File: config.mk
export PLATFORM = sky130hd
export DESIGN_NAME = plist_cell
export DESIGN_NICKNAME = d
export VERILOG_FILES = /design/src/design/plist_pkg.sv /design/src/design/plist_cell.sv
export SDC_FILE = /design/constraint.sdc
export NUM_CORES = 1
export LEC_CHECK = 0
export BUFFER_PORTS_ARGS = -buffer_cell sky130_fd_sc_hd__buf_2
export CAP_MARGIN = 0
export CORE_AREA = 2 2 79 81
export DETAILED_ROUTE_END_ITERATION = 10
export DIE_AREA = 0 0 81 83
export PLACE_DENSITY = 0.8
export SYNTH_ARGS = -nofsm -noshare
export SYNTH_HDL_FRONTEND = slang
export SYNTH_SLANG_ARGS = --single-unit
File: constraint.sdc
create_clock -name clk -period 2.85 [get_ports clk]
set_input_delay 0 -clock clk [delete_from_list [all_inputs] [get_ports clk]]
set_output_delay 0 -clock clk [all_outputs]
set_load 0.02 [all_outputs]
File: src/design/plist_pkg.sv
// Shared types, request and status codes for the positional list engine.
`default_nettype none

package plist_pkg;

  localparam int CAPACITY_DEF = 64;
  localparam int DATA_W       = 32;
  localparam int POS_W        = 7;
  localparam int CNT_OUT_W    = 7;
  localparam int REQ_W        = 2;
  localparam int ST_W         = 2;

  localparam logic [REQ_W-1:0] OP_INSERT = 2'd0;
  localparam logic [REQ_W-1:0] OP_REMOVE = 2'd1;
  localparam logic [REQ_W-1:0] OP_READ   = 2'd2;
  localparam logic [REQ_W-1:0] OP_WRITE  = 2'd3;

  localparam logic [ST_W-1:0] ST_DONE  = 2'd0;
  localparam logic [ST_W-1:0] ST_FULL  = 2'd1;
  localparam logic [ST_W-1:0] ST_RANGE = 2'd2;

  // Broadcast to every cell in the chain for one accepted word.
  typedef struct packed {
    logic ins;
    logic rem;
    logic wr;
  } cmd_t;

endpackage

`default_nettype wire

File: src/design/plist_cell.sv
// One storage cell of the list chain: holds one element, shifts with its neighbors.
`default_nettype none

module plist_cell #(
  parameter int IDX = 0,
  parameter int PW  = 7
) (
  input  wire logic                        clk,
  input  wire plist_pkg::cmd_t             cmd,
  input  wire logic [PW-1:0]               pos,
  input  wire logic [plist_pkg::DATA_W-1:0] value,
  input  wire logic [plist_pkg::DATA_W-1:0] left,
  input  wire logic [plist_pkg::DATA_W-1:0] right,
  output logic      [plist_pkg::DATA_W-1:0] cur,
  output logic      [plist_pkg::DATA_W-1:0] nxt,
  output logic      [plist_pkg::DATA_W-1:0] tap
);

  logic hit;
  logic above;

  always_comb begin
    hit   = (pos == PW'(IDX));
    above = (pos < PW'(IDX));
    nxt   = cur;
    // insert: cells past the slot take their left neighbor, the slot takes the value
    if (cmd.ins) begin
      if (above) begin
        nxt = left;
      end else if (hit) begin
        nxt = value;
      end
    end
    // remove: the slot and everything after it pull from the right
    if (cmd.rem && (above || hit)) begin
      nxt = right;
    end
    if (cmd.wr && hit) begin
      nxt = value;
    end
    tap = hit ? cur : '0;
  end

  always_ff @(posedge clk) begin
    cur <= nxt;
  end

endmodule

`default_nettype wire

==> results.py <==
metrics = {
    "route": {
        "via_count": 1875,
        "wirelength_um": 5320,
        "routed_via_density": 4.81,
        "wire_per_inst_um": 13.7,
        "first_pass_iters": 4,
        "drc": 0,
        "ant_nets": 0,
        "drt-initial-drc-count": 55,
    },
    "layout": {
        "top_register": "cur",
        "antennaDiodeCount": 0,
        "area_growth_pct": 57.3,
        "drive_gt1_share_pct": 67.6,
        "largest_register_ffs": 32,
        "finish.utilization_pct": 45.3,
        "largest_registers": "cur (32)",
        "nets": 421,
    },
    "sta": {
        "relSlewSlack_pct": 36.9,
        "slew_viol_final": 0,
        "setup_ws_ns": 0.961,
        "fin_crit_sh_pct": 66.3,
        "fmax_ghz": 0.529,
        "tightest_slew_ns": 0.947,
        "setup_violations": 0,
        "min_period_ns": 1.89,
        "grt_setup_unrepaired": "no",
        "hold_ws_ns": 0.0407,
        "skew_ns": 0,
        "timing.setup.tns_ns": 0,
        "hold_viol_final": 0,
    },
    "logic_synthesis": {
        "synth_area_leaders": "dfxtp_1 38%, a2bb2oi_2 27%, and2_1 12%",
        "synthesis.area_um2": 1680,
        "avgSynthCellArea_um2": 11.2,
        "ys_seq_elements": 32,
        "syn_inst": 150,
        "synth_top_area_share_pct": 38.2,
        "synth_cell_types": 16,
        "yosys.area.top_type": "dfxtp_1",
        "synthesis.nets": 257,
        "seq_area_frac_synth_pct": 38.2,
        "yosysWarnings": 0,
    },
    "clock_tree": {
        "cts_tree": "yes",
        "clk_latency_ns": 0.27,
        "cts_buffers": 5,
        "clk_pin_slew_ns": 0.06,
        "clockBufferDepth": 2,
        "hold_buffers": 0,
        "ctsResizeCount": 0,
        "clock-root-buffer": "clkbuf_8",
        "postCtsSetupRepairBufs": 0,
        "numClockSinks": 32,
        "cts-htree-levels": 2,
    },
    "power": {
        "sw_frac_of_total_pct": 37.6,
        "clkPwrFrac_pct": 21.4,
        "p_switching_uw": 617,
        "leakagePower_nw": 1.41,
        "powerDensity_nw_per_um2": 622,
        "seq_power_share_pct": 37.5,
        "p_int_mw": 1.02,
        "peakVddDrop_mv": 0.263,
        "power_frac_comb_pct": 41.1,
    },
    "critical_path": {
        "start_kind": "input pin",
        "end_kind": "output pin",
        "r2r-start": "cur[31]",
        "required_ns": 2.85,
        "arrival_ns": 1.89,
        "rrSetupSlack_ns": 2.18,
        "critPathKind": "input pin to output pin",
        "r2r_cells": 1,
        "timing.rr.end": "cur[31]",
        "cp_max_fo": 64,
    },
    "global_routing": {
        "grt_usage_pct": 14.8,
        "grt_antenna_before_repair": 0,
        "grt-ovfl-total": 0,
        "grt_pass1_wl_um": 8100,
        "grt_pass1_vias": 1794,
        "grt_max_degree": 65,
    },
    "worst_hold_path": {
        "min_from": "right[2]",
        "min_path_cells": 3,
        "hold_class": "input pin to flip-flop",
        "min_to": "cur[2]",
    },
    "job": {
        "maxCapViolations": 0,
    },
    "outcome": {
        "status": "completed",
    },
    "floorplanning": {
        "dieHeight_um": 83,
        "core-area_um2": 5820,
        "start_util_pct": 28.8,
        "die_area_um2": 6720,
        "num_rows": 28,
        "dieWidth_um": 81,
        "io_pins": 203,
    },
    "placed_design": {
        "dpl_worst_slack_ns": 0.965,
        "gp_congestion": 0.710,
        "dp_hpwl_um": 4120,
        "port_buffers": 170,
    },
}
[power by group through the flow]
stage	Clock (mW)	Combinational [mW]	Sequential, mW
3_3_place_gp	0	0.672	0.619
2_1_floorplan	0	0.317	0.730
5_1_grt	0.389	0.715	0.626
6_report	0.350	0.674	0.615
3_5_place_dp	0	0.679	0.626
4_1_cts	0.369	0.681	0.615
[cell families after synthesis]
| group | count (synthesis) | synth area share [%] |
|---|---|---|
| and+or+nand+nor | 35 | 14.3 |
| buffers and inverters | 17 | 6.27 |
| AOI/OAI and AO/OA | 66 | 41.2 |
| DFF | 32 | 38.2 |
[metrics by stage]
stage | instances | cell area, um^2 | total power, mW
floorplan | 150 | 1680 | 1.05
detailed placement | 382 | 2540 | 1.31
global placement | 382 | 2540 | 1.29
global route | 390 | 2640 | 1.73
CTS | 390 | 2640 | 1.67
finish | 390 | 2640 | 1.64
[per-layer routing]
metal | track usage (%) | share of wire, % | vias to the layer above
li1 | - | - | 906
met4 | 5.08 | 1.2 | 0
met5 | 0 | 0 | -
met3 | 3.04 | 7.6 | 5
met2 | 28.0 | 53 | 95
met1 | 15.7 | 39 | 869
[layout make-up]
cell class                      count  area (um^2)
Multi-Input combinational cell    101          933
Sequential cell                    32          641
Timing Repair Buffer              173          873
Fill cell                         575         3180
Clock buffer                        8         90.1
Inverter                            1         3.75
Tap cell                           75         93.8
[layout by cell type, fill, tap and decap left out]
cell,n
buf_4,3
clkbuf_1,2
a2bb2oi_2,30
clkbuf_8,6
a21oi_2,1
nand2b_1,1
o31a_4,1
a2bb2oi_1,2
dfxtp_1,32
buf_2,170
or4_4,1
and2_1,32
o22ai_1,32
nor4_4,1
inv_1,1
[synth_stat cells, drive strengths merged]
cell / number
a21oi: 1
a2bb2oi: 32
and2: 32
buf: 8
clkbuf: 8
dfxtp: 32
inv: 1
nand2b: 1
nor4: 1
o22ai: 32
o31a: 1
or4: 1
[worst max-delay path, cell delays in order]
cell	delay, ns
buf_2	0.10
or4_4	0.54
nor4_4	0.18
buf_4	0.62
and2_1	0.24
buf_2	0.16
[how the worst max path moves through the flow]
stage	end	slack, ns	from	depth (start not counted)
floorplan	cur[0]	1.34	pos[1]	4
global placement	tap[14]	1.00	pos[1]	6
detailed placement	tap[14]	0.96	pos[1]	6
CTS	tap[14]	0.96	pos[1]	6
global route	tap[11]	0.87	pos[1]	6
finish	tap[14]	0.96	pos[1]	6
(Power assumes the default switching activity.)
